### src/rtl/core/fsp_pkg.sv
// fsp_pkg: shared constants and types of the format specifier parser
`default_nettype none
package fsp_pkg;

  localparam int FSP_COUNT_BITS = 31;
  localparam int OUT_W          = 31;
  localparam int TDATA_W        = 80;

  // parser phases
  localparam logic [2:0] PH_DONE        = 3'd0;
  localparam logic [2:0] PH_FLAGS       = 3'd1;
  localparam logic [2:0] PH_WIDTH       = 3'd2;
  localparam logic [2:0] PH_PREC_START  = 3'd3;
  localparam logic [2:0] PH_PREC_DIGITS = 3'd4;
  localparam logic [2:0] PH_LENMOD      = 3'd5;
  localparam logic [2:0] PH_PENDING     = 3'd6;

  // pending one-letter modifier
  localparam logic [1:0] PEND_NONE = 2'd0;
  localparam logic [1:0] PEND_H    = 2'd1;
  localparam logic [1:0] PEND_L    = 2'd2;

  // length kinds
  localparam logic [3:0] LEN_NONE = 4'd0;
  localparam logic [3:0] LEN_HH   = 4'd1;
  localparam logic [3:0] LEN_H    = 4'd2;
  localparam logic [3:0] LEN_LL   = 4'd3;
  localparam logic [3:0] LEN_L    = 4'd4;
  localparam logic [3:0] LEN_J    = 4'd5;
  localparam logic [3:0] LEN_Z    = 4'd6;
  localparam logic [3:0] LEN_BIG_L = 4'd7;
  localparam logic [3:0] LEN_T    = 4'd8;

  // status codes
  localparam logic [1:0] ST_OK       = 2'd0;
  localparam logic [1:0] ST_OVERFLOW = 2'd1;
  localparam logic [1:0] ST_EOS      = 2'd2;

  // character codes
  localparam logic [7:0] CH_NUL    = 8'h00;
  localparam logic [7:0] CH_MINUS  = 8'h2D;
  localparam logic [7:0] CH_ZERO   = 8'h30;
  localparam logic [7:0] CH_HASH   = 8'h23;
  localparam logic [7:0] CH_PLUS   = 8'h2B;
  localparam logic [7:0] CH_SPACE  = 8'h20;
  localparam logic [7:0] CH_STAR   = 8'h2A;
  localparam logic [7:0] CH_DOT    = 8'h2E;
  localparam logic [7:0] CH_NINE   = 8'h39;
  localparam logic [7:0] CH_LOW_H  = 8'h68;
  localparam logic [7:0] CH_LOW_L  = 8'h6C;
  localparam logic [7:0] CH_LOW_J  = 8'h6A;
  localparam logic [7:0] CH_LOW_Z  = 8'h7A;
  localparam logic [7:0] CH_UP_L   = 8'h4C;
  localparam logic [7:0] CH_LOW_T  = 8'h74;

  // small control state carried between top and step logic
  typedef struct packed {
    logic [2:0] phase;
    logic [4:0] flags;
    logic [1:0] pending;
    logic       star;
  } fsp_ctrl_t;

  typedef struct packed {
    logic [4:0]       flag_bits;
    logic [OUT_W-1:0] field_width;
    logic [OUT_W-1:0] precision_value;
    logic             precision_from_argument;
    logic [3:0]       length_kind;
    logic [1:0]       parse_status;
    logic             char_consumed;
  } fsp_result_t;

endpackage
`default_nettype wire

### src/rtl/core/format_spec_parser.sv
// format_spec_parser: top level of the printf format specifier parser
// output: a result is registered and appears on out in the cycle after the input transfer that ends the spec
// throughput: one input transfer per cycle while out is not stalled; the parse state and the output register
//   are the only stored elements, with one times-ten add between them
// reset: synchronous active-low rst_n clears the parse state to done and empties out
`default_nettype none
module format_spec_parser import fsp_pkg::*; #(
  parameter int COUNT_BITS = FSP_COUNT_BITS
) (
  input  wire logic               clk,
  input  wire logic               rst_n,
  // input stream
  input  wire logic               in_tvalid,
  output logic                    in_tready,
  input  wire logic [7:0]         in_tdata,   // [7:0] char_code
  input  wire logic               in_tuser,   // [0] first_char
  // result stream
  output logic                    out_tvalid,
  input  wire logic               out_tready,
  // [4:0] flag_bits, [35:5] field_width, [66:36] precision_value,
  // [67] precision_from_argument, [71:68] length_kind, [73:72] parse_status,
  // [74] char_consumed, [79:75] zero
  output logic [TDATA_W-1:0]      out_tdata
);

  fsp_ctrl_t             ctrl_r;
  fsp_ctrl_t             ctrl_nxt;
  logic [COUNT_BITS-1:0] width_r;
  logic [COUNT_BITS-1:0] width_nxt;
  logic [COUNT_BITS-1:0] prec_r;
  logic [COUNT_BITS-1:0] prec_nxt;
  logic                  res_valid;
  fsp_result_t           res;
  fsp_result_t           out_res_r;
  logic                  out_valid_r;
  logic                  in_xfer;

  // take a new byte whenever the output register is empty or draining this cycle
  assign in_tready = !out_valid_r || out_tready;
  assign in_xfer   = in_tvalid && in_tready;

  fsp_step #(.COUNT_BITS(COUNT_BITS)) u_step (
    .char_code  (in_tdata),
    .first_char (in_tuser),
    .ctrl       (ctrl_r),
    .width_acc  (width_r),
    .prec_acc   (prec_r),
    .ctrl_nxt   (ctrl_nxt),
    .width_nxt  (width_nxt),
    .prec_nxt   (prec_nxt),
    .res_valid  (res_valid),
    .res        (res)
  );

  // parse state, updated once per accepted byte
  always_ff @(posedge clk) begin
    if (!rst_n) begin
      ctrl_r.phase   <= PH_DONE;
      ctrl_r.flags   <= '0;
      ctrl_r.pending <= PEND_NONE;
      ctrl_r.star    <= 1'b0;
      width_r        <= '0;
      prec_r         <= '1;
    end else if (in_xfer) begin
      ctrl_r  <= ctrl_nxt;
      width_r <= width_nxt;
      prec_r  <= prec_nxt;
    end
  end

  // output register: loads on a byte that ends the spec, clears when taken
  always_ff @(posedge clk) begin
    if (!rst_n) begin
      out_valid_r <= 1'b0;
    end else if (in_xfer && res_valid) begin
      out_valid_r <= 1'b1;
    end else if (out_tready) begin
      out_valid_r <= 1'b0;
    end
  end

  always_ff @(posedge clk) begin
    if (in_xfer && res_valid) begin
      out_res_r <= res;
    end
  end

  assign out_tvalid = out_valid_r;
  assign out_tdata  = {5'b0,
                       out_res_r.char_consumed,
                       out_res_r.parse_status,
                       out_res_r.length_kind,
                       out_res_r.precision_from_argument,
                       out_res_r.precision_value,
                       out_res_r.field_width,
                       out_res_r.flag_bits};

endmodule
`default_nettype wire

### src/rtl/core/fsp_digit_acc.sv
// fsp_digit_acc: times-ten plus digit with overflow detection
`default_nettype none
module fsp_digit_acc import fsp_pkg::*; #(
  parameter int COUNT_BITS = FSP_COUNT_BITS
) (
  input  wire logic [COUNT_BITS-1:0] acc,
  input  wire logic [3:0]            digit,
  output logic      [COUNT_BITS-1:0] sum,
  output logic      [COUNT_BITS-1:0] times10,
  output logic                       big10,
  output logic                       ovf
);

  localparam int WIDE = COUNT_BITS + 4;

  logic [WIDE-1:0] acc_w;
  logic [WIDE-1:0] t10_w;
  logic [WIDE-1:0] sum_w;

  assign acc_w   = {4'b0, acc};
  assign t10_w   = (acc_w << 3) + (acc_w << 1);
  assign sum_w   = t10_w + {{(WIDE-4){1'b0}}, digit};
  assign times10 = t10_w[COUNT_BITS-1:0];
  assign sum     = sum_w[COUNT_BITS-1:0];
  // above the limit once any bit beyond the count width is set
  assign big10   = |t10_w[WIDE-1:COUNT_BITS];
  assign ovf     = |sum_w[WIDE-1:COUNT_BITS];

endmodule
`default_nettype wire

### src/rtl/core/fsp_step.sv
// fsp_step: next-state and result logic for one format byte
`default_nettype none
module fsp_step import fsp_pkg::*; #(
  parameter int COUNT_BITS = FSP_COUNT_BITS
) (
  input  wire logic [7:0]            char_code,
  input  wire logic                  first_char,
  input  wire fsp_ctrl_t             ctrl,
  input  wire logic [COUNT_BITS-1:0] width_acc,
  input  wire logic [COUNT_BITS-1:0] prec_acc,
  output fsp_ctrl_t                  ctrl_nxt,
  output logic      [COUNT_BITS-1:0] width_nxt,
  output logic      [COUNT_BITS-1:0] prec_nxt,
  output logic                       res_valid,
  output fsp_result_t                res
);

  fsp_ctrl_t             cs;
  logic [COUNT_BITS-1:0] wacc;
  logic [COUNT_BITS-1:0] pacc;
  logic [COUNT_BITS-1:0] acc_in;
  logic [COUNT_BITS-1:0] acc_sum;
  logic [COUNT_BITS-1:0] acc_t10;
  logic [COUNT_BITS-1:0] ovf_val;
  logic                  acc_big;
  logic                  acc_ovf;
  logic [3:0]            dig_diff;
  logic                  is_dig;
  logic                  stop;
  logic [3:0]            kind;
  logic [1:0]            status;
  logic                  used;
  logic [4:0]            flag_hit;
  logic [OUT_W-1:0]      width_out;
  logic [OUT_W-1:0]      prec_out;

  assign dig_diff = 4'(char_code - CH_ZERO);
  assign is_dig   = char_code inside {[CH_ZERO:CH_NINE]};

  // the accumulator that a digit lands in depends on the entry phase
  always_comb begin
    if (first_char || ctrl.phase == PH_FLAGS || ctrl.phase == PH_WIDTH) begin
      acc_in = first_char ? '0 : width_acc;
    end else if (ctrl.phase == PH_PREC_START) begin
      acc_in = '0;
    end else begin
      acc_in = prec_acc;
    end
  end

  fsp_digit_acc #(.COUNT_BITS(COUNT_BITS)) u_acc (
    .acc     (acc_in),
    .digit   (dig_diff),
    .sum     (acc_sum),
    .times10 (acc_t10),
    .big10   (acc_big),
    .ovf     (acc_ovf)
  );

  // value left in the accumulator when a digit overflows
  assign ovf_val = acc_big ? acc_in : acc_t10;

  always_comb begin
    case (char_code)
      CH_MINUS: flag_hit = 5'b00001;
      CH_ZERO:  flag_hit = 5'b00010;
      CH_HASH:  flag_hit = 5'b00100;
      CH_PLUS:  flag_hit = 5'b01000;
      CH_SPACE: flag_hit = 5'b10000;
      default:  flag_hit = 5'b00000;
    endcase
  end

  always_comb begin
    if (first_char) begin
      cs.phase   = PH_FLAGS;
      cs.flags   = '0;
      cs.pending = PEND_NONE;
      cs.star    = 1'b0;
      wacc       = '0;
      pacc       = '1;
    end else begin
      cs   = ctrl;
      wacc = width_acc;
      pacc = prec_acc;
    end
    stop      = (cs.phase == PH_DONE);
    res_valid = 1'b0;
    kind      = LEN_NONE;
    status    = ST_OK;
    used      = 1'b0;

    if (!stop && cs.phase == PH_FLAGS) begin
      if (char_code == CH_NUL) begin
        res_valid = 1'b1;
        status    = ST_EOS;
        stop      = 1'b1;
      end else if (|flag_hit) begin
        cs.flags = cs.flags | flag_hit;
        if (cs.flags[0]) cs.flags[1] = 1'b0;
        if (cs.flags[3]) cs.flags[4] = 1'b0;
        stop = 1'b1;
      end else begin
        cs.phase = PH_WIDTH;
      end
    end

    if (!stop && cs.phase == PH_WIDTH) begin
      if (is_dig) begin
        if (acc_ovf) begin
          wacc      = ovf_val;
          res_valid = 1'b1;
          status    = ST_OVERFLOW;
          used      = 1'b1;
        end else begin
          wacc = acc_sum;
        end
        stop = 1'b1;
      end else if (char_code == CH_NUL) begin
        res_valid = 1'b1;
        status    = ST_EOS;
        stop      = 1'b1;
      end else if (char_code == CH_DOT) begin
        cs.phase = PH_PREC_START;
        stop     = 1'b1;
      end else begin
        cs.phase = PH_LENMOD;
      end
    end

    if (!stop && cs.phase == PH_PREC_START) begin
      if (char_code == CH_STAR) begin
        cs.star  = 1'b1;
        cs.phase = PH_LENMOD;
        stop     = 1'b1;
      end else begin
        pacc     = '0;
        cs.phase = PH_PREC_DIGITS;
      end
    end

    if (!stop && cs.phase == PH_PREC_DIGITS) begin
      if (is_dig) begin
        if (acc_ovf) begin
          pacc      = ovf_val;
          res_valid = 1'b1;
          status    = ST_OVERFLOW;
          used      = 1'b1;
        end else begin
          pacc = acc_sum;
        end
        stop = 1'b1;
      end else if (char_code == CH_NUL) begin
        res_valid = 1'b1;
        status    = ST_EOS;
        stop      = 1'b1;
      end else begin
        cs.phase = PH_LENMOD;
      end
    end

    if (!stop && cs.phase == PH_LENMOD) begin
      stop = 1'b1;
      case (char_code)
        CH_LOW_H: begin
          cs.pending = PEND_H;
          cs.phase   = PH_PENDING;
        end
        CH_LOW_L: begin
          cs.pending = PEND_L;
          cs.phase   = PH_PENDING;
        end
        CH_LOW_J: begin
          res_valid = 1'b1;
          kind      = LEN_J;
          used      = 1'b1;
        end
        CH_LOW_Z: begin
          res_valid = 1'b1;
          kind      = LEN_Z;
          used      = 1'b1;
        end
        CH_UP_L: begin
          res_valid = 1'b1;
          kind      = LEN_BIG_L;
          used      = 1'b1;
        end
        CH_LOW_T: begin
          res_valid = 1'b1;
          kind      = LEN_T;
          used      = 1'b1;
        end
        default: begin
          res_valid = 1'b1;
        end
      endcase
    end

    if (!stop && cs.phase == PH_PENDING) begin
      stop      = 1'b1;
      res_valid = 1'b1;
      if (cs.pending == PEND_H) begin
        used = (char_code == CH_LOW_H);
        kind = used ? LEN_HH : LEN_H;
      end else begin
        used = (char_code == CH_LOW_L);
        kind = used ? LEN_LL : LEN_L;
      end
      cs.pending = PEND_NONE;
    end

    // unused phase code falls back to done
    if (!stop) begin
      cs.phase = PH_DONE;
    end
    if (res_valid) begin
      cs.phase = PH_DONE;
    end
  end

  generate
    if (COUNT_BITS >= OUT_W) begin : g_trunc
      assign width_out = wacc[OUT_W-1:0];
      assign prec_out  = pacc[OUT_W-1:0];
    end else begin : g_ext
      assign width_out = {{(OUT_W-COUNT_BITS){1'b0}}, wacc};
      assign prec_out  = {{(OUT_W-COUNT_BITS){1'b0}}, pacc};
    end
  endgenerate

  assign ctrl_nxt  = cs;
  assign width_nxt = wacc;
  assign prec_nxt  = pacc;

  assign res.flag_bits               = cs.flags;
  assign res.field_width             = width_out;
  assign res.precision_value         = prec_out;
  assign res.precision_from_argument = cs.star;
  assign res.length_kind             = kind;
  assign res.parse_status            = status;
  assign res.char_consumed           = used;

endmodule
`default_nettype wire

### config.mk
export PLATFORM = sky130hd
export DESIGN_NAME = format_spec_parser
export DESIGN_NICKNAME = d
export VERILOG_FILES = /design/src/rtl/core/fsp_pkg.sv /design/src/rtl/core/format_spec_parser.sv /design/src/rtl/core/fsp_digit_acc.sv /design/src/rtl/core/fsp_step.sv
export SDC_FILE = /design/constraint.sdc
export NUM_CORES = 1
export LEC_CHECK = 0
export BUFFER_PORTS_ARGS = -buffer_cell sky130_fd_sc_hd__buf_2
export CAP_MARGIN = 20
export CORE_MARGIN = 2
export CORE_UTILIZATION = 34
export CTS_CLUSTER_DIAMETER = 40
export DETAILED_ROUTE_END_ITERATION = 7
export SYNTH_ARGS = -nofsm -noshare
export SYNTH_HDL_FRONTEND = slang
export SYNTH_HIERARCHICAL = 1
export SYNTH_SLANG_ARGS = --single-unit
### constraint.sdc
create_clock -name clk -period 19.4 [get_ports clk]
set_input_delay 2.91 -clock clk [delete_from_list [all_inputs] [get_ports clk]]
set_output_delay 2.91 -clock clk [all_outputs]
set_load 0.01 [all_outputs]
==> results of run 1 <==
[cells in the final DEF, fill, tap and decap left out, types with 5 or more instances in the layout]
master / n
a211oi_2: 5
and3_1: 11
o21ai_0: 52
clkbuf_16: 17
mux2_2: 33
o21a_1: 6
conb_1: 6
o211ai_2: 32
inv_1: 80
a21o_1: 12
a211oi_1: 8
a31oi_1: 8
nand2_1: 166
edfxtp_1: 75
nor3_1: 15
buf_2: 88
a21oi_1: 49
a22o_1: 33
dfxtp_1: 74
nand3_1: 52
buf_4: 13
o31ai_1: 37
clkinv_2: 5
nor2b_1: 39
xor2_1: 14
o21ai_1: 6
nand4_1: 11
xnor2_1: 34
ha_1: 32
nand3b_1: 34
and2_1: 12
nor2_1: 74
mux2i_1: 76
[cell families after synthesis]
| family | synth area share |
|---|---|
| flops | 0.3165 |
| xor+xnor | 0.03978 |
| fa+ha+maj | 0.03734 |
| mux | 0.09696 |
| simple gates | 0.1982 |
| other cells | 0.0006367 |
| buf+inv | 0.1172 |
| compound gates | 0.1934 |
[power by group]
part | total [W] | switching [W] | leakage, nW | internal, W
Combinational | 0.000478 | 0.000283 | 3.50 | 0.000195
Clock | 0.000316 | 0.000135 | 0.261 | 0.000181
Sequential | 0.000372 | 0.0000111 | 1.31 | 0.000361
[layer usage]
metal | vias up | global-route usage
met5 | - | 0
met4 | 0 | 0.05009
met3 | 41 | 0.02319
met2 | 261 | 0.2834
met1 | 4553 | 0.2260
li1 | 4661 | -
[worst paths after layout]
path	start	endpoint	slack [ns]	cells past startpoint
setup reg to reg	ctrl_r[9]$_SDFFE_PN0P_	out_tdata[60]$_DFFE_PP_	12.15	23
setup / recovery	in_tuser	out_tdata[60]$_DFFE_PP_	9.94	23
hold reg to reg	width_r[5]$_SDFFE_PN0P_	width_r[5]$_SDFFE_PN0P_	0.45	2
hold / removal	width_r[5]$_SDFFE_PN0P_	width_r[5]$_SDFFE_PN0P_	0.45	2
[worst min-delay path, cell delays in order (launching register included)]
cell and delay, ns:
dfxtp_1 0.30, nand2_1 0.05, mux2i_1 0.05
[sequential cells by signal, summed over array words and instances, names as in the netlist]
name and cells:
out_tvalid 1, out_tdata 75, width_r 31, prec_r 31, ctrl_r 11
[final cells by class]
class                      instances  area, sq um  area share
inverter                          81        304.0     0.02439
sequential                       149         3734      0.2995
multi-input combinational        958         6728      0.5397
timing repair buffer             103        585.6     0.04697
clock buffer                      21        460.4     0.03694
tap                              455        569.3     0.04567
clock inverter                    10        85.08    0.006825
[per-stage QoR]
step / setup WS (ns) / cells / total power [W] / hold slack [ns] / area (sq um)
2_1_floorplan: 8.527 / 1358 / 0.0007707 / 0.4302 / 11810
3_3_place_gp: 8.993 / 1744 / 0.0008478 / 0.4376 / 11870
3_5_place_dp: 8.849 / 1745 / 0.0008513 / 0.4441 / 11900
4_1_cts: 9.281 / 1776 / 0.001171 / 0.4532 / 12450
5_1_grt: 9.495 / 1777 / 0.001235 / 0.4816 / 12470
6_report: 9.936 / 1777 / 0.001166 / 0.4505 / 12470
==> metrics.md, run 1 <==
| Metric | Value |
|---|---|
| Yosys top cell area share | 0.1909 |
| Via density | 5.355 |
| Final Hold Fails | 0 |
| WL per Instance | 17.12 um |
| Max rail drop VDD | 0.04726 mV |
| HP Class | flip-flop to flip-flop |
| Most common cell in the netlist | nand2_1 |
| Mapped Cells | about 1,400 |
| Critical Path AT | 9.53 ns |
| Slew Limit Fails | 0 |
| Max frequency | 105.7 MHz |
| Critical Path Max Stage Delay | 0.64 ns |
| Skew final | 0.01000 ns |
| Diodes inserted | 0 |
| Fraction of layout cells with a size suffix above 1 | 0.1778 |
| Buf+Inv Stages, Crit Path | 5 |
| Sink Count | 149 |
| Synth cell types | 97 |
| Die area | 36,200 sq um |
| PortBufs | 89 |
| Initial antenna violation count | 0 |
| M1 WL | 14.37 mm |
| Routability cong. | 0.9183 |
| Synth top cells by count | nand2_1 (166), buf_4 (84), inv_1 (80), mux2i_1 (76) |
| Crit-path slowest cell | buf_4 |
| Drt pass-1 iters | 7 |
| Final core utilization | 0.3627 |
| Vias in the first global route | 9,242 |
| Die width | around 190 um |
| Top_reg_cell synth | edfxtp_1 |
| Num CTS Buffers | 17 |
| Clock Pin Slew Worst Setup and Hold Paths | roughly 0.060 ns |
| Clock Latency Late Sink | 0.43 ns |
| Drt drc | 0 |
| Sequential area share after synthesis | 0.3165 |
| Flops & latches, synth | 149 |
| RSZ-0062 raised after global routing | false |
| Lkg Pwr | between 5 and 6 nW |
| Ranking of synthesized cells by area | edfxtp_1 (19%), dfxtp_1 (13%), mux2i_1 (6.4%) |
| Avg Inst Size Synth | 8.711 sq um |
| Worst-Margin Slew | 1.002 ns |
| Max-slew headroom | 0.3297 |
| Post-synth top area cell | edfxtp_1 |
| Max Cap Viol | 0 |
| CTS max path bufs | 2 |
| TNS Setup | 0 ns |
| Critical-path cell list | buf_2 -> buf_4 -> a21oi_2 -> a22o_1 -> ha_1 -> a21oi_1 -> o21ai_1 -> and2_1 -> o311a_1 -> o31ai_1 -> nand2b_1 -> xor2_1 -> nand2b_2 -> buf_4 -> mux2_1 -> buf_4 -> nand2_1 -> a22o_1 -> o311ai_0 -> or3_1 -> nand2_1 -> nor2b_4 -> buf_4 |
| Setup crit start kind | input pin |
| Detailed placer's ending HPWL | 21.36 mm |
| Core box area | 34,370 sq um |
| CP dominant cell by count | buf_4 |
| Global-route usage over all layers | 0.1689 |
| CP delay by family, top | compound AO/OA/AOI/OAI gates |
| WL final | slightly above 30 mm |
| Post_cts resized | 0 |
| Final period util | 0.4879 |
| Via count | 9,516 |
| Root Buffer | clkbuf_16 |
| Worst Path Required | 19.47 ns |
| Initial Util | 0.3431 |
| Overflow after GRT | 0 |
| WS Path Type | input pin to flip-flop |
| Met3 wire len | 1.161 mm |
| CTS HTree Levels | 4 |
| Row cnt | 68 |
| CTS hold repair buffers | 0 |
| Area growth, synth to finish | 5.686% |
| Die Span Y | 190.3 um |
| I/O Pins | 95 |
| Setup bufs post-CTS | 0 |
| Outcome | complete, no violations |
| Number of fillers in the final layout | 3,569 |
| Layout net count | around 1,400 |
| Endpoints failing setup | 0 |
| Largest net degree at the start of global routing | between 70 and 80 |
| DR iter-0 viols | 654 |
| Wire length on met2 | 14.41 mm |
| Fin crit period | 9.464 ns |
| EDFF count, synth | 75 |
| Ys Warns | 6 |
| CTS tree | done |
| P per Cell Area | roughly 94 nW/um^2 |
| Top sig layer | met4 |
| First-pass GRT wire length | slightly below 50 mm |
| Crit Path Max Fanout | 72 |
| Synth Cell Area | between 10,000 and 15,000 sq um |
| Routed Antenna Nets | 0 |
| Asr flop ratio synth | 0 |
| Crit end category | flip-flop |
(Power assumes the default switching activity.)
==> run 2, diff against run 1 <==
- ABC_AREA: unset -> 1
- clock period: 19.4 -> 9.52 ns (I/O delays scaled with it)
==> metrics.md, run 2 <==
| Metric | Value |
|---|---|
| Core box area | 36,610 sq um (was 34,370 sq um) |
| Worst Path Required | 9.59 ns (was 19.47 ns) |
| Routed Antenna Nets | 0 (unchanged) |
| Skew final | 0.007009 ns (was 0.01000 ns) |
| Initial Util | 0.3456 (was 0.3431) |
| Mapped Cells | 1,898 (was 1,354) |
| Setup crit start kind | input pin (unchanged) |
| CP dominant cell by count | nand2_1 (was buf_4) |
| Post-synth top area cell | edfxtp_1 (unchanged) |
| Final Non-Filler Cells | 2,350 (was 1,777) |
| Top_reg_cell synth | edfxtp_1 (unchanged) |
| Overflow after GRT | 0 (unchanged) |
| Yosys top cell area share | 0.1780 (was 0.1909) |
| Critical Path Max Stage Delay | 0.79 ns (was 0.64 ns) |
| Initial antenna violation count | 0 (unchanged) |
| Diodes inserted | 0 (unchanged) |
| Lkg Pwr | 6.240 nW (was 5.065 nW) |
| Ranking of synthesized cells by area | edfxtp_1 (18%), nand2_1 (16%), dfxtp_1 (12%) (was edfxtp_1 (19%), dfxtp_1 (13%), mux2i_1 (6.4%)) |
| Routability cong. | 0.9941 (was 0.9183) |
| Synth cell types | 53 (was 97) |
| Global-route usage over all layers | 0.1965 (was 0.1689) |
| CP delay by family, top | simple AND/OR/NAND/NOR gates (was compound AO/OA/AOI/OAI gates) |
| EDFF count, synth | 75 (unchanged) |
| Fin crit period | between 7 and 8 ns |
| PortBufs | 89 (unchanged) |
| Worst-Margin Slew | 1.139 ns (was 1.002 ns) |
| P per Cell Area | 241.6 nW/um^2 (was 93.53 nW/um^2) |
| Post-route setup slack | 2.036 ns (was 9.936 ns) |
| Clock Pin Slew Worst Setup and Hold Paths | 0.07 ns (was 0.06 ns) |
| Via count | 11,857 (was 9,516) |
| Area growth, synth to finish | 6.399% (was 5.686%) |
| Sequential area share after synthesis | 0.2951 (was 0.3165) |
| Ys Warns | 6 (unchanged) |
| Leading cell type in the layout, fill and taps excluded | nand2_1 (unchanged) |
| Most common cell in the netlist | nand2_1 (unchanged) |
| Vias in the first global route | 11,090 (was 9,242) |
| Clock Latency Late Sink | 0.43 ns (about the same) |
| Sink Count | 149 (unchanged) |
| Max frequency | 133.6 MHz |
| DP Worst Slack | 1.695 ns (was 8.849 ns) |
| Largest net degree at the start of global routing | 75 (was 73) |
| Max-slew headroom | 0.2396 (was 0.3297) |
| Flops & latches, synth | 149 (unchanged) |
| CTS HTree Levels | 4 (unchanged) |
| Outcome | complete, no violations (unchanged) |
| DR iter-0 viols | 961 (was 654) |
| Critical Path AT | 7.55 ns (was 9.53 ns) |
| First-pass GRT wire length | 60.37 mm (was 49.40 mm) |
| Die area | 38,770 sq um (was 36,200 sq um) |
| Avg Inst Size Synth | 6.666 sq um (was 8.711 sq um) |
| WL final | 37.73 mm (was 30.43 mm) |
| CTS hold repair buffers | 0 (unchanged) |
| TNS Setup | 0 ns (unchanged) |
| Post_cts resized | 0 (unchanged) |
| Die Span Y | 196.9 um (was 190.3 um) |
| Crit end category | flip-flop (unchanged) |
| Drt pass-1 iters | 6 (was 7) |
| Row cnt | 70 (was 68) |
| Final period util | 0.7861 |
| Detailed placer's ending HPWL | 28.26 mm (was 21.36 mm) |
| Setup bufs post-CTS | 0 (unchanged) |
| Max rail drop VDD | 0.1701 mV (was 0.04726 mV) |
| Die width | 196.9 um (was 190.3 um) |
| Buf+Inv Stages, Crit Path | 6 (was 5) |
| Fin area | 13,460 sq um (was 12,470 sq um) |
| Final Hold Fails | 0 (unchanged) |
| # placed instances | 2,317 (was 1,745) |
| Asr flop ratio synth | 0 (unchanged) |
| Crit Path Max Fanout | 48 (was 72) |
| Endpoints failing setup | 0 (unchanged) |
| I/O Pins | 95 (unchanged) |
| Num CTS Buffers | 17 (unchanged) |
| Root Buffer | clkbuf_16 (unchanged) |
| WL per Instance | 16.05 um (was 17.12 um) |
| Synth Cell Area | 12,650 sq um (was 11,800 sq um) |
| Drt drc | 0 (unchanged) |
| CTS max path bufs | 2 (unchanged) |
| CTS tree | done (unchanged) |
| Max Cap Viol | 0 (unchanged) |
| WS Path Type | input pin to flip-flop (unchanged) |
| Slew Limit Fails | 0 (unchanged) |
| HP Class | flip-flop to flip-flop (unchanged) |
| Via density | 5.046 (was 5.355) |
| Fraction of layout cells with a size suffix above 1 | 0.1467 (was 0.1778) |
| Synth top cells by count | nand2_1 (526), inv_1 (222), nand3_1 (210), nor2_1 (131), buf_4 (89) (was nand2_1 (166), buf_4 (84), inv_1 (80), mux2i_1 (76)) |
| RSZ-0062 raised after global routing | false (unchanged) |
| Most frequent cells in the layout | nand2_1 (526), inv_1 (222), nand3_1 (210), nor2_1 (129) (was nand2_1 (166), buf_2 (88), inv_1 (80), mux2i_1 (76), edfxtp_1 (75)) |
| Crit-path slowest cell | o21ai_0 (was buf_4) |
| Area after DPL | 12,850 sq um (was 11,900 sq um) |
| Max FFs per register | 75 (unchanged) |
| Layout net count | 1,916 (was 1,357) |
-- run 2: cell types whose count changed after synthesis, sizes merged, moves of 44 or more --
cell / previous run / this run
nand3: 53 / 224
mux2i: 76 / 32
inv: 80 / 248
nand2: 167 / 572
nor2: 75 / 164
o21ai: 60 / 108
a21oi: 50 / 97
-- run 2: layout make-up --
| type | instances | area [sq um] |
|---|---|---|
| multi-input combinational | 1349 | 7056 |
| sequential | 149 | 3734 |
| fill | 3916 | 23150 |
| tap | 468 | 585.6 |
| timing repair buffer | 103 | 573.1 |
| clock inverter | 14 | 128.9 |
| clock buffer | 18 | 450.4 |
| inverter | 249 | 934.6 |
-- run 2: stage by stage --
stage | hold WS, ns | power (W) | util
after global routing | 0.5056 | 0.003510 | 0.3677
after floorplan | 0.4461 | 0.002137 | -
after global placement | 0.4563 | 0.002555 | 0.3511
after detailed placement | 0.4684 | 0.002564 | 0.3511
after CTS | 0.4843 | 0.003241 | 0.3670
final | 0.4829 | 0.003252 | 0.3677
-- run 2: power breakdown --
part,total (W),leakage [nW],internal [W],switching [W]
Combinational,0.00180,4.67,0.000551,0.00125
Sequential,0.000779,1.28,0.000750,0.0000290
Clock,0.000671,0.282,0.000361,0.000310
Total,0.00325,6.24,0.00166,0.00159
-- run 2: path summary, 6_finish.rpt --
| path | start | cells after the start | slack, ns | to |
|---|---|---|---|---|
| worst max-delay path | in_tuser | 29 | 2.04 | out_tdata[42]$_DFFE_PP_ |
| worst min-delay path | ctrl_r[5]$_SDFFE_PN0P_ | 2 | 0.48 | ctrl_r[5]$_SDFFE_PN0P_ |
| worst max register to register | ctrl_r[8]$_SDFFE_PN0P_ | 27 | 3.24 | out_tdata[42]$_DFFE_PP_ |
| worst min register to register | ctrl_r[5]$_SDFFE_PN0P_ | 2 | 0.48 | ctrl_r[5]$_SDFFE_PN0P_ |
-- run 2: cell families (layout without fill, tap and decap cells) --
kind of cell    after synthesis  count (layout)  share of synthesized area
simple gates               1000            1000                     0.3624
buf+inv                     404             384                     0.1511
compound gates              252             252                     0.1133
flops                       149             149                     0.2951
fa+ha+maj                    34              34                    0.03481
mux                          32              32                    0.02532
xor+xnor                     25              25                    0.01731
other cells                   2               6                  0.0005936
-- run 2: per-layer routing --
metal,up-vias,GRT usage,wire [um]
li1,5987,-,-
met1,5481,0.2601,17140
met2,346,0.3324,17790
met3,43,0.02669,1772
met4,0,0.06015,1018
met5,-,0,0
-- run 2: worst min-delay path, cell delays in order, from the launching register on --
cell and delay (ns):
dfxtp_1 0.33, a21oi_1 0.04, nor2_1 0.08
==> run 3, diff against run 2 <==
- clock period: 9.52 -> 7.2 ns (I/O delays scaled with it)
==> metrics.md, run 3 (synthesized netlist as in run 2, its figures left out) <==
| Metric | Value |
|---|---|
| Outcome | complete, no violations (unchanged) |
| Crit end category | flip-flop (unchanged) |
| Via count | 11,823 (was 11,857) |
| Max-slew headroom | 0.2780 (was 0.2396) |
| Slew Limit Fails | 0 (unchanged) |
| CTS hold repair buffers | 0 (unchanged) |
| Skew final | 0.01189 ns (was 0.007009 ns) |
| Most frequent cells in the layout | nand2_1 (526), inv_1 (222), nand3_1 (210), nor2_1 (129) (unchanged) |
| Leading cell type in the layout, fill and taps excluded | nand2_1 (unchanged) |
| Crit-path slowest cell | a32oi_4 (was o21ai_0) |
| Initial antenna violation count | 0 (unchanged) |
| Area growth, synth to finish | 7.278% (was 6.399%) |
| HP Class | flip-flop to flip-flop (unchanged) |
| Global-route usage over all layers | 0.1907 (was 0.1965) |
| Layout net count | 1,918 (was 1,916) |
| Diodes inserted | 0 (unchanged) |
| Final period util | 0.8817 |
| Max rail drop VDD | 0.1975 mV (was 0.1701 mV) |
| Via density | 5.027 (was 5.046) |
| Max FFs per register | 75 (unchanged) |
| Worst-Margin Slew | 1.082 ns (was 1.139 ns) |
| P per Cell Area | 322.7 nW/um^2 (was 241.6 nW/um^2) |
| Max Cap Viol | 0 (unchanged) |
| Critical Path AT | 6.72 ns (was 7.55 ns) |
| Largest net degree at the start of global routing | 75 (unchanged) |
| I/O Pins | 95 (unchanged) |
| Post-route setup slack | 0.8517 ns (was 2.036 ns) |
| Clock Latency Late Sink | 0.44 ns (was 0.43 ns) |
| Num CTS Buffers | 17 (unchanged) |
| Initial Util | 0.3456 (unchanged) |
| Vias in the first global route | 11,020 (was 11,090) |
| Overflow after GRT | 0 (unchanged) |
| First-pass GRT wire length | 58.85 mm (was 60.37 mm) |
| WL final | 36.80 mm (was 37.73 mm) |
| Routability cong. | 0.9235 (was 0.9941) |
| CTS max path bufs | 2 (unchanged) |
| Drt drc | 0 (unchanged) |
| Root Buffer | clkbuf_16 (unchanged) |
| RSZ-0062 raised after global routing | false (unchanged) |
| CTS tree | done (unchanged) |
| Routed Antenna Nets | 0 (unchanged) |
| Clock Pin Slew Worst Setup and Hold Paths | 0.06 ns (was 0.07 ns) |
| CP dominant cell by count | nand2_1 (unchanged) |
| Setup bufs post-CTS | 0 (unchanged) |
| Die width | 196.9 um (unchanged) |
| DR iter-0 viols | 925 (was 961) |
| Die area | 38,770 sq um (unchanged) |
| Setup crit start kind | input pin (unchanged) |
| Row cnt | 70 (unchanged) |
| Detailed placer's ending HPWL | 27.64 mm (was 28.26 mm) |
| Fraction of layout cells with a size suffix above 1 | 0.1470 (was 0.1467) |
| Final Hold Fails | 0 (unchanged) |
| PortBufs | 89 (unchanged) |
| WS Path Type | input pin to flip-flop (unchanged) |
| DP Worst Slack | 0.5388 ns (was 1.695 ns) |
| Drt pass-1 iters | 7 (was 6) |
| Die Span Y | 196.9 um (unchanged) |
| Lkg Pwr | 6.282 nW (was 6.240 nW) |
| Post_cts resized | 0 (unchanged) |
| Sink Count | 149 (unchanged) |
| Endpoints failing setup | 0 (unchanged) |
| Max frequency | ~160 MHz |
| Worst Path Required | 7.57 ns (was 9.59 ns) |
| Crit Path Max Fanout | 32 (was 48) |
| Critical Path Max Stage Delay | 0.55 ns (was 0.79 ns) |
| CTS HTree Levels | 4 (unchanged) |
| WL per Instance | 15.65 um (was 16.05 um) |
| TNS Setup | 0 ns (unchanged) |
| Core box area | 36,610 sq um (unchanged) |
| Fin crit period | 6.348 ns |
[run 3: cell count changes in the layout (fill, tap and decap cells not counted), sizes merged]
cell | previous run | this run
clkinv | 5 | 3
clkinvlp | 2 | 3
buf | 103 | 105
inv | 256 | 252
clkbuf | 18 | 19
bufinv | 0 | 4
[run 3: final timing paths]
check / start / end / slack (ns) / cells past startpoint
setup reg to reg: ctrl_r[8]$_SDFFE_PN0P_ / width_r[10]$_SDFFE_PN0P_ / 1.27 / 33
hold reg to reg: prec_r[26]$_SDFFE_PN1P_ / prec_r[26]$_SDFFE_PN1P_ / 0.48 / 2
hold / removal: prec_r[26]$_SDFFE_PN1P_ / prec_r[26]$_SDFFE_PN1P_ / 0.48 / 2
setup / recovery: in_tuser / width_r[10]$_SDFFE_PN0P_ / 0.85 / 34
[run 3: through the flow]
stage | instance area [sq um] | instances | utilization | hold slack [ns] | power (W)
4_1_cts | 13550 | 2351 | 0.3700 | 0.4792 | 0.004384
5_1_grt | 13570 | 2352 | 0.3707 | 0.5021 | 0.004716
6_report | 13570 | 2352 | 0.3707 | 0.4812 | 0.004380
2_1_floorplan | 12670 | 1902 | - | 0.4461 | 0.002822
3_3_place_gp | 12910 | 2319 | 0.3526 | 0.4561 | 0.003381
3_5_place_dp | 12910 | 2319 | 0.3526 | 0.4629 | 0.003394
[run 3: layout make-up]
cell class,count,area [sq um]
fill,3902,23040
multi-input combinational,1349,7056
sequential,149,3734
inverter,249,934.6
timing repair buffer,105,625.6
tap,468,585.6
clock buffer,19,442.9
clock inverter,13,195.2
[run 3: layer usage]
metal,GRT usage,routed length (um)
met1,0.2503,16820
met2,0.3244,17370
met3,0.02464,1776
met4,0.06210,833
met5,0,0
[run 3: worst max-delay path: cells and delay by family]
kind	cells	cell delay, ns
simple gates	20	2.40
compound gates	6	1.55
buf+inv	7	1.12
fa+ha+maj	1	0.53
[run 3: power breakdown]
group / switching (W) / internal [W]
Clock: 0.000384 / 0.000595
Sequential: 0.0000387 / 0.000992
Combinational: 0.00164 / 0.000728
